**src/hw/rtl/rcof_pkg.sv**
```systemverilog
package rcof_pkg;

  typedef enum logic {
    OP_SEND = 1'b0,
    OP_LOAD = 1'b1
  } opcode_t;

  localparam int unsigned PKT_BYTES   = 50;
  localparam int unsigned CODE_W      = 16;
  localparam int unsigned ADDR_W      = 24;
  localparam int unsigned FRAME_BITS  = 56;
  localparam int unsigned MAN_BITS    = 2 * FRAME_BITS;
  // packet bytes 35..49 carry the coded frame
  localparam int unsigned TAIL_BYTES  = 15;
  localparam int unsigned TAIL_BITS   = 8 * TAIL_BYTES;
  // frame starts at packet bit 281, i.e. bit 1 (MSB first) of byte 35
  localparam int unsigned TAIL_LEAD   = 1;

  localparam logic [5:0] IDX_WAKE_END  = 6'd16;
  localparam logic [5:0] IDX_QUIET_END = 6'd31;
  localparam logic [5:0] IDX_SYNC0     = 6'd32;
  localparam logic [5:0] IDX_SYNC1     = 6'd33;
  localparam logic [5:0] IDX_SYNC2     = 6'd34;
  localparam logic [5:0] IDX_TAIL0     = 6'd35;
  localparam logic [5:0] IDX_LAST      = 6'd49;

  localparam logic [7:0] CODE_OFFSET = 8'h32;
  localparam logic [7:0] BYTE_WAKE   = 8'hff;
  localparam logic [7:0] BYTE_QUIET  = 8'h00;
  localparam logic [7:0] BYTE_SYNC_A = 8'hf0;
  localparam logic [7:0] BYTE_SYNC_B = 8'hff;

  // Seven-byte frame, byte 0 in the top bits, checksum and chaining applied.
  function automatic logic [FRAME_BITS-1:0] build_frame(
    input logic [3:0]        cmd,
    input logic [CODE_W-1:0] code,
    input logic [ADDR_W-1:0] addr
  );
    logic [7:0] b [7];
    logic [3:0] ck;
    logic [FRAME_BITS-1:0] fr;
    b[0] = code[7:0] + CODE_OFFSET;
    b[1] = {cmd, 4'h0};
    b[2] = code[15:8];
    b[3] = code[7:0];
    b[4] = addr[23:16];
    b[5] = addr[15:8];
    b[6] = addr[7:0];
    ck = 4'h0;
    for (int i = 0; i < 7; i++) begin
      ck = ck ^ b[i][3:0] ^ b[i][7:4];
    end
    b[1][3:0] = ck;
    for (int i = 1; i < 7; i++) begin
      b[i] = b[i] ^ b[i-1];
    end
    for (int i = 0; i < 7; i++) begin
      fr[FRAME_BITS-1-8*i -: 8] = b[i];
    end
    return fr;
  endfunction

endpackage

```
**src/hw/rtl/rolling_code_ook_frame_encoder.sv**
```systemverilog
// Channel | Ports                                         | Dir | Notes
// in      | in_valid in_ready in_opcode in_command        | in  | send or load item
//         | in_load_value                                 |     |
// out     | out_valid out_ready out_packet_byte           | out | one packet byte per item
//         | out_byte_index out_last                       |     |
// cfg     | cfg_wr_en cfg_wr_data                         | in  | remote address, no wait
//
// A send item yields 50 output items, one per cycle when out_ready stays high;
// the emitter count steps through them.
// A load item yields nothing.
// in_ready drops while the emitter holds a frame and rises again in the cycle
// the last byte leaves, so the next item is taken with no gap.
// rst_n (synchronous) clears the rolling code, address, and all control state.
module rolling_code_ook_frame_encoder (
  input  logic        clk,
  input  logic        rst_n,
  input  logic        in_valid,
  output logic        in_ready,
  input  logic        in_opcode,
  input  logic [3:0]  in_command,
  input  logic [15:0] in_load_value,
  output logic        out_valid,
  input  logic        out_ready,
  output logic [7:0]  out_packet_byte,
  output logic [5:0]  out_byte_index,
  output logic        out_last,
  input  logic        cfg_wr_en,
  input  logic [23:0] cfg_wr_data
);
  import rcof_pkg::*;

  // architectural state
  logic [CODE_W-1:0]     code_r, code_nxt;
  logic [ADDR_W-1:0]     addr_r;

  // frame held for the emitter, Manchester coded
  logic [MAN_BITS-1:0]   man_r, man_nxt;
  logic                  active_r, active_nxt;
  logic [5:0]            cnt_r, cnt_nxt;

  // output register
  logic                  out_valid_r, out_valid_nxt;
  logic [7:0]            out_byte_r, out_byte_nxt;
  logic [5:0]            out_idx_r, out_idx_nxt;
  logic                  out_last_r, out_last_nxt;

  logic                  in_fire;
  logic                  emit_go;
  logic                  emit_done;
  logic [FRAME_BITS-1:0] frame;
  logic [MAN_BITS-1:0]   man_new;
  logic [TAIL_BITS-1:0]  tail;
  logic [3:0]            tail_idx;
  logic [7:0]            cur_byte;

  // emitter advances when the output register is empty or being drained
  assign emit_go   = active_r && (!out_valid_r || out_ready);
  assign emit_done = emit_go && (cnt_r == IDX_LAST);
  assign in_ready  = !active_r || emit_done;
  assign in_fire   = in_valid && in_ready;

  // frame is built from the code as it stands when the send is taken
  assign frame = build_frame(in_command, code_r, addr_r);

  // each frame bit becomes (inverse, bit), MSB first
  always_comb begin
    for (int k = 0; k < FRAME_BITS; k++) begin
      man_new[MAN_BITS-1-2*k] = ~frame[FRAME_BITS-1-k];
      man_new[MAN_BITS-2-2*k] =  frame[FRAME_BITS-1-k];
    end
  end

  // bytes 35..49: one lead zero, coded frame, zero fill
  assign tail     = {{TAIL_LEAD{1'b0}}, man_r, {(TAIL_BITS-TAIL_LEAD-MAN_BITS){1'b0}}};
  // offset into the tail; only the low nibble matters for 15 bytes
  assign tail_idx = cnt_r[3:0] - IDX_TAIL0[3:0];

  always_comb begin
    case (cnt_r) inside
      [6'd0:IDX_WAKE_END]:        cur_byte = BYTE_WAKE;
      [6'd17:IDX_QUIET_END]:      cur_byte = BYTE_QUIET;
      IDX_SYNC0, IDX_SYNC1:       cur_byte = BYTE_SYNC_A;
      IDX_SYNC2:                  cur_byte = BYTE_SYNC_B;
      [IDX_TAIL0:IDX_LAST]:       cur_byte = tail[TAIL_BITS-1-8*tail_idx -: 8];
      default:                    cur_byte = BYTE_QUIET;
    endcase
  end

  always_comb begin
    code_nxt      = code_r;
    man_nxt       = man_r;
    active_nxt    = active_r;
    cnt_nxt       = cnt_r;
    out_valid_nxt = out_valid_r;
    out_byte_nxt  = out_byte_r;
    out_idx_nxt   = out_idx_r;
    out_last_nxt  = out_last_r;

    if (out_valid_r && out_ready) begin
      out_valid_nxt = 1'b0;
    end

    if (emit_go) begin
      out_valid_nxt = 1'b1;
      out_byte_nxt  = cur_byte;
      out_idx_nxt   = cnt_r;
      out_last_nxt  = (cnt_r == IDX_LAST);
      cnt_nxt       = cnt_r + 6'd1;
      if (cnt_r == IDX_LAST) begin
        active_nxt = 1'b0;
      end
    end

    if (in_fire) begin
      if (opcode_t'(in_opcode) == OP_LOAD) begin
        code_nxt = in_load_value;
      end else begin
        man_nxt    = man_new;
        active_nxt = 1'b1;
        cnt_nxt    = 6'd0;
        code_nxt   = code_r + 16'd1;
      end
    end
  end

  always_ff @(posedge clk) begin
    if (!rst_n) begin
      code_r      <= '0;
      addr_r      <= '0;
      active_r    <= 1'b0;
      cnt_r       <= '0;
      out_valid_r <= 1'b0;
    end else begin
      code_r      <= code_nxt;
      active_r    <= active_nxt;
      cnt_r       <= cnt_nxt;
      out_valid_r <= out_valid_nxt;
      if (cfg_wr_en) begin
        addr_r <= cfg_wr_data;
      end
    end
  end

  always_ff @(posedge clk) begin
    man_r      <= man_nxt;
    out_byte_r <= out_byte_nxt;
    out_idx_r  <= out_idx_nxt;
    out_last_r <= out_last_nxt;
  end

  assign out_valid       = out_valid_r;
  assign out_packet_byte = out_byte_r;
  assign out_byte_index  = out_idx_r;
  assign out_last        = out_last_r;

endmodule

```
**config.mk**
```make
export PLATFORM = sky130hd
export DESIGN_NAME = rolling_code_ook_frame_encoder
export DESIGN_NICKNAME = d
export VERILOG_FILES = /design/src/hw/rtl/rcof_pkg.sv /design/src/hw/rtl/rolling_code_ook_frame_encoder.sv
export SDC_FILE = /design/constraint.sdc
export NUM_CORES = 1
export LEC_CHECK = 0
export ABC_AREA = 1
export BUFFER_PORTS_ARGS = -buffer_cell sky130_fd_sc_hd__buf_2
export CORE_MARGIN = 2
export CORE_UTILIZATION = 30
export CTS_BUF_LIST = sky130_fd_sc_hd__clkbuf_4
export CTS_CLUSTER_SIZE = 24
export DETAILED_ROUTE_END_ITERATION = 7
export HOLD_SLACK_MARGIN = 0.1
export PLACE_DENSITY_LB_ADDON = 0.08
export SLEW_MARGIN = 20
export SYNTH_ARGS = -nofsm -noshare
export SYNTH_HDL_FRONTEND = slang
export SYNTH_SLANG_ARGS = --single-unit
```
**constraint.sdc**
```tcl
create_clock -name clk -period 8.07 [get_ports clk]
set_input_delay 1.614 -clock clk [delete_from_list [all_inputs] [get_ports clk]]
set_output_delay 1.614 -clock clk [all_outputs]
set_load 0.01 [all_outputs]
```
==> Word-level counts from Yosys, hierarchy flattened <==
Index checks and enable logic that the tools add are counted.
{ "word_totals": {"ff_bits": 175, "input_bits": 50, "output_inout_bits": 17, "wordCells": 128} }
{ "op_classes": {"add_sub_neg": 5, "order_cmp": 6, "n_eq_ne": 4, "shifts": 1, "mux": 14, "n_bitwise": 75, "n_reduce_logical": 14} }
{ "op_table": {"columns": ["operator", "n"], "rows": [
  ["127-bit by 33-bit variable part select with 8-bit output", 1],
  ["1-bit inverter", 57],
  ["4-bit bitwise XOR", 12],
  ["8-bit bitwise XOR", 6],
  ["8-bit 2-to-1 mux", 4],
  ["6-bit == test (second input constant)", 4],
  ["6-bit 2-to-1 mux", 3],
  ["16-bit by 1-bit adder with 16-bit output (second input constant)", 1],
  ["16-bit 2-to-1 mux", 1],
  ["6-bit by 5-bit less-or-equal comparator with 1-bit output (second input constant)", 2],
  ["8-bit by 6-bit adder with 8-bit output (second input constant)", 1],
  ["7-bit by 7-bit subtractor with 8-bit output (first input constant)", 1],
  ["1-bit logical AND", 7],
  ["6-bit by 1-bit adder with 6-bit output (second input constant)", 1],
  ["6-bit by 1-bit greater-or-equal comparator with 1-bit output (second input constant)", 1],
  ["6-bit by 5-bit greater-or-equal comparator with 1-bit output (second input constant)", 1],
  ["6-bit greater-or-equal comparator (second input constant)", 1],
  ["6-bit less-or-equal comparator (second input constant)", 1],
  ["1-bit 2-to-1 mux", 6],
  ["4-bit by 2-bit subtractor with 4-bit output (second input constant)", 1],
  ["1-bit zero test", 2],
  ["1-bit logical OR", 2],
  ["2-bit AND reduction", 1],
  ["2-bit nonzero test", 1],
  ["2-bit OR reduction", 1]
]} }

==> Depth between registers and ports, before layout <==
{ "depth": {"depth_word": 20, "depth_mapped": 22, "depth_no_buf": 22} }

==> Worst setup path after synthesis <==
Ideal clock, no wire load.
{ "synth_path": {"path_kind": "input port to flip-flop", "start": "input out_ready", "end": "register man_r[0] (enable)", "setup_ns": 0.585, "arrival_time_ns": 7.382, "required_time_ns": 7.485, "setup_slack_ns": 0.103, "cell_stages": 8, "n_path_buf": 0, "cell_sequence": "inv_1 -> nand2_1 -> nand2_1 -> inv_1 -> a21oi_1 -> nor2_2 -> inv_2 -> nor2_1"} }
{ "synth_between": {"elab_chain_cells": 6} }
{ "synth_rtl": {"columns": ["item", "line_no", "source"], "rows": [
  ["from (decl)", "rolling_code_ook_frame_encoder.sv:23", "input logic out_ready,"],
  ["1-bit logical OR", "rolling_code_ook_frame_encoder.sv:57", "assign emit_go = active_r && (!out_valid_r || out_ready);"],
  ["1-bit logical AND", "rolling_code_ook_frame_encoder.sv:57", null],
  ["via emit_go", "rolling_code_ook_frame_encoder.sv:48", "logic emit_go;"],
  ["1-bit logical AND", "rolling_code_ook_frame_encoder.sv:58", "assign emit_done = emit_go && (cnt_r == IDX_LAST);"],
  ["1-bit logical OR", "rolling_code_ook_frame_encoder.sv:59", "assign in_ready = !active_r || emit_done;"],
  ["1-bit logical AND", "rolling_code_ook_frame_encoder.sv:60", "assign in_fire = in_valid && in_ready;"],
  ["2-bit AND reduction (no source line)", null, null],
  ["to (signal assigned)", "rolling_code_ook_frame_encoder.sv:145", "man_r <= man_nxt;"],
  ["to (decl)", "rolling_code_ook_frame_encoder.sv:37", "logic [MAN_BITS-1:0] man_r, man_nxt;"]
]} }
The timed path passes the listed nets, and every way through them passes these cells.
A chain may end at the register's enable or synchronous reset.

==> Worst setup path after layout <==
{ "layout_path": {"start": "input out_ready", "end": "register man_r[8] (enable)"} }
The elaborated chain is that of the path after synthesis.

==> impl_metrics.yaml <==
outcome:
  status: "complete, no violations"
sta:
  fmax_mhz: 207.7
  slew_violations: 0
  setup_viol: 0
  min_period_ns: 4.814
  maxSlewHeadroom: 0.2932
  fin_crit_sh: 0.5965
  skew_ns: 0.03523
  rsz0062_at_grt: "no"
  whs_ns: 0.4861
  setup_tns_ns: 0
  tightest_slew_ns: 1.058
  hold_viol: 0
setup_path:
  r2r-start: "cnt_r[0]"
  critPathTopFamily: "simple AND/OR/NAND/NOR gates"
  cp.required_ns: 8.29
  crit_slowest_cell: "nor2_4"
  crit_buf_inv: 5
  path_class: "input pin to flop"
  path_cells: "buf_2 > inv_1 > nand2_1 > nand2_1 > inv_1 > a21oi_1 > nor2_2 > inv_2 > nor2_4 > buf_12"
  slowest_delay_ns: 0.87
  cp-end-kind: "flop"
  cp-start-kind: "input pin"
  arrival_ns: 5.04
  crit_fanout: 79
  worstSetupStartpoint: "out_ready"
routing:
  wl_per_cell_um: 17.61
  drcViolationCount: 0
  drt_iter0_markers: 321
  detail_route.vias_per_cell: 4.650
  drt_wl_total_um: 24230
  dr.pass1.iters: 4
  detail-route-antenna-nets: 0
  via_count: 6399
clocking:
  numCtsBuffers: 17
  cts_hold_buf: 0
  cts_buffer_depth: 2
  clock_latency_ns: 0.58
  cts_root_buf: "clkbuf_4"
  cts.clk_slew.worst_paths_ns: 0.14
  cts_tree: "yes"
  cts_resized: 0
  numClockSinks: 175
  post_cts_buffers: 0
  h-tree-depth: 4
yosys:
  synth.top_cell.area_share: 0.4314
  yosysUniqueCellTypes: 46
  synth-seq-cells: 175
  synth_area_sq_um: 8840
  ys_seq_area_frac: 0.5401
  ys_top_cells_by_area: "edfxtp_1, dfxtp_1, nand2_1"
  synth_edf_count: 127
  synthCells: 918
  syn_nets: 976
  synth_ff_type: "edfxtp_1"
  ys_warn_count: 0
  yosysTopAreaCell: "edfxtp_1"
  synth_area_per_cell_sq_um: 9.629
  ys_async_sr_fraction: 0
die:
  io_pins: 67
  die_area_sq_um: 30850
  initial_core_util: 0.3063
  row_count: 62
  die_height_um: 175.7
  fp.dieW_um: 175.7
  placeableCoreArea_sq_um: 28860
final_layout:
  layout-drive-gt1-share: 0.1685
  regArea_sq_um: 4775
  stdcell_area_sq_um: 9888
  layout_common_cells: "nand2_1, edfxtp_1, inv_1"
  fin_nets: 1036
  mostFrequentLayoutCell: "nand2_1"
  nFillCells: 3054
  multi_input_area_sq_um: 3546
  area_growth_pct: 11.86
  fin_util: 0.3427
placement:
  port_buffers: 66
  placed_area_sq_um: 9609
  hpwl_um: 17430
  gp_congestion: 0.7777
power_and_ir_drop:
  switchingPower_w: 0.0007596
  p_comb_frac: 0.263
  seqPwrFrac: 0.508
  swShare: 0.3348
  p_per_area_nw_per_um2: 229.5
  power.internal_w: 0.001509
  total_power_w: 0.002269
  clockPowerShare: 0.229
  p_leak_nw: 3.885
  vdd_drop_max_uv: 109.0
run:
  drv_cap: 0
global_routing:
  overflow: 0
  grt_max_degree: 80
  grt_pass1_wl_um: 37630
  antenna_found_initial: 1
  grt_pass1_vias: 6320
  gr-usage-all-layers: 0.1620
hold_path:
  hold_path.class: "flop to flop"
  hold_start: "addr_r[21]"
logic make-up after synthesis:
family / synth area share
and+or+nand+nor: 0.1942
DFF: 0.5401
AOI/OAI and AO/OA: 0.1006
buffers and inverters: 0.06015
xor gates and xnor gates: 0.09243
adders and majority gates: 0.01132
muxes: 0.001132
sequential cells by signal, summed over array words and instances (netlist names):
| name | flops |
|---|---|
| man_r | 112 |
| out_byte_index | 6 |
| active_r | 1 |
| addr_r | 24 |
| out_packet_byte | 8 |
| cnt_r | 6 |
| out_last | 1 |
| out_valid | 1 |
| code_r | 16 |
cell usage after synthesis (4+ instances only):
cell        n
o211ai_1    6
nand2_4    11
edfxtp_1  127
o21ai_0    61
a31oi_1     7
inv_1      97
nor3_1     10
nand2_2    22
dfxtp_1    48
nor2_1     62
nand3_1    70
nand2_1   174
buf_2       5
xor2_1     31
inv_2       8
a21oi_1    40
o311ai_0    4
xnor2_1    22
xor2_4      4
nand4_1    13
ha_1        8
clkbuf_1   28
xnor3_1     4
a211oi_1    6
a221oi_1    6
o22ai_1     7
a22o_1      5
tightest hold or removal path, delay by kind of cell (launching register included):
family	cells	cell delay, ns
DFF	1	0.34
buffers and inverters	1	0.06
AOI/OAI and AO/OA	1	0.06
power groups by stage:
stage	combinational, W	sequential (W)	clock, W
detailed placement	0.000608	0.00118	0
finish	0.000597	0.00115	0.000519
global route	0.000678	0.00116	0.000573
CTS	0.000611	0.00115	0.000537
floorplan	0.000445	0.00116	0
global placement	0.000607	0.00118	0
layout make-up:
cell class,count,share of cell area
Inverter,106,0.04024
Clock buffer,19,0.01442
Multi-Input combinational cell,603,0.3586
Sequential cell,175,0.4829
Clock inverter,13,0.01354
Antenna cell,1,0.0002531
Tap cell,384,0.04859
Timing Repair Buffer,75,0.04150
per-stage QoR:
step / setup slack (ns) / std cells
3_3_place_gp: 2.613 / 1343
3_5_place_dp: 2.564 / 1343
5_1_grt: 2.953 / 1376
6_report: 3.256 / 1376
2_1_floorplan: 0.1026 / 918
4_1_cts: 3.192 / 1375
metal layers:
layer / share of wire / vias to the layer above / track usage
met5: 0 / - / 0
met4: 0.013 / 0 / 0.03753
met3: 0.034 / 15 / 0.02338
met2: 0.48 / 94 / 0.2744
met1: 0.47 / 3060 / 0.2194
li1: - / 3230 / -
worst paths after layout:
path                                           end  slack [ns]  cells after the start
worst min-delay path                    addr_r[21]        0.49                      2
worst min register to register          addr_r[21]        0.49                      2
worst max register to register  out_packet_byte[2]        3.92                     13
worst max-delay path                      man_r[8]        3.26                     10
(Power assumes the default switching activity.)
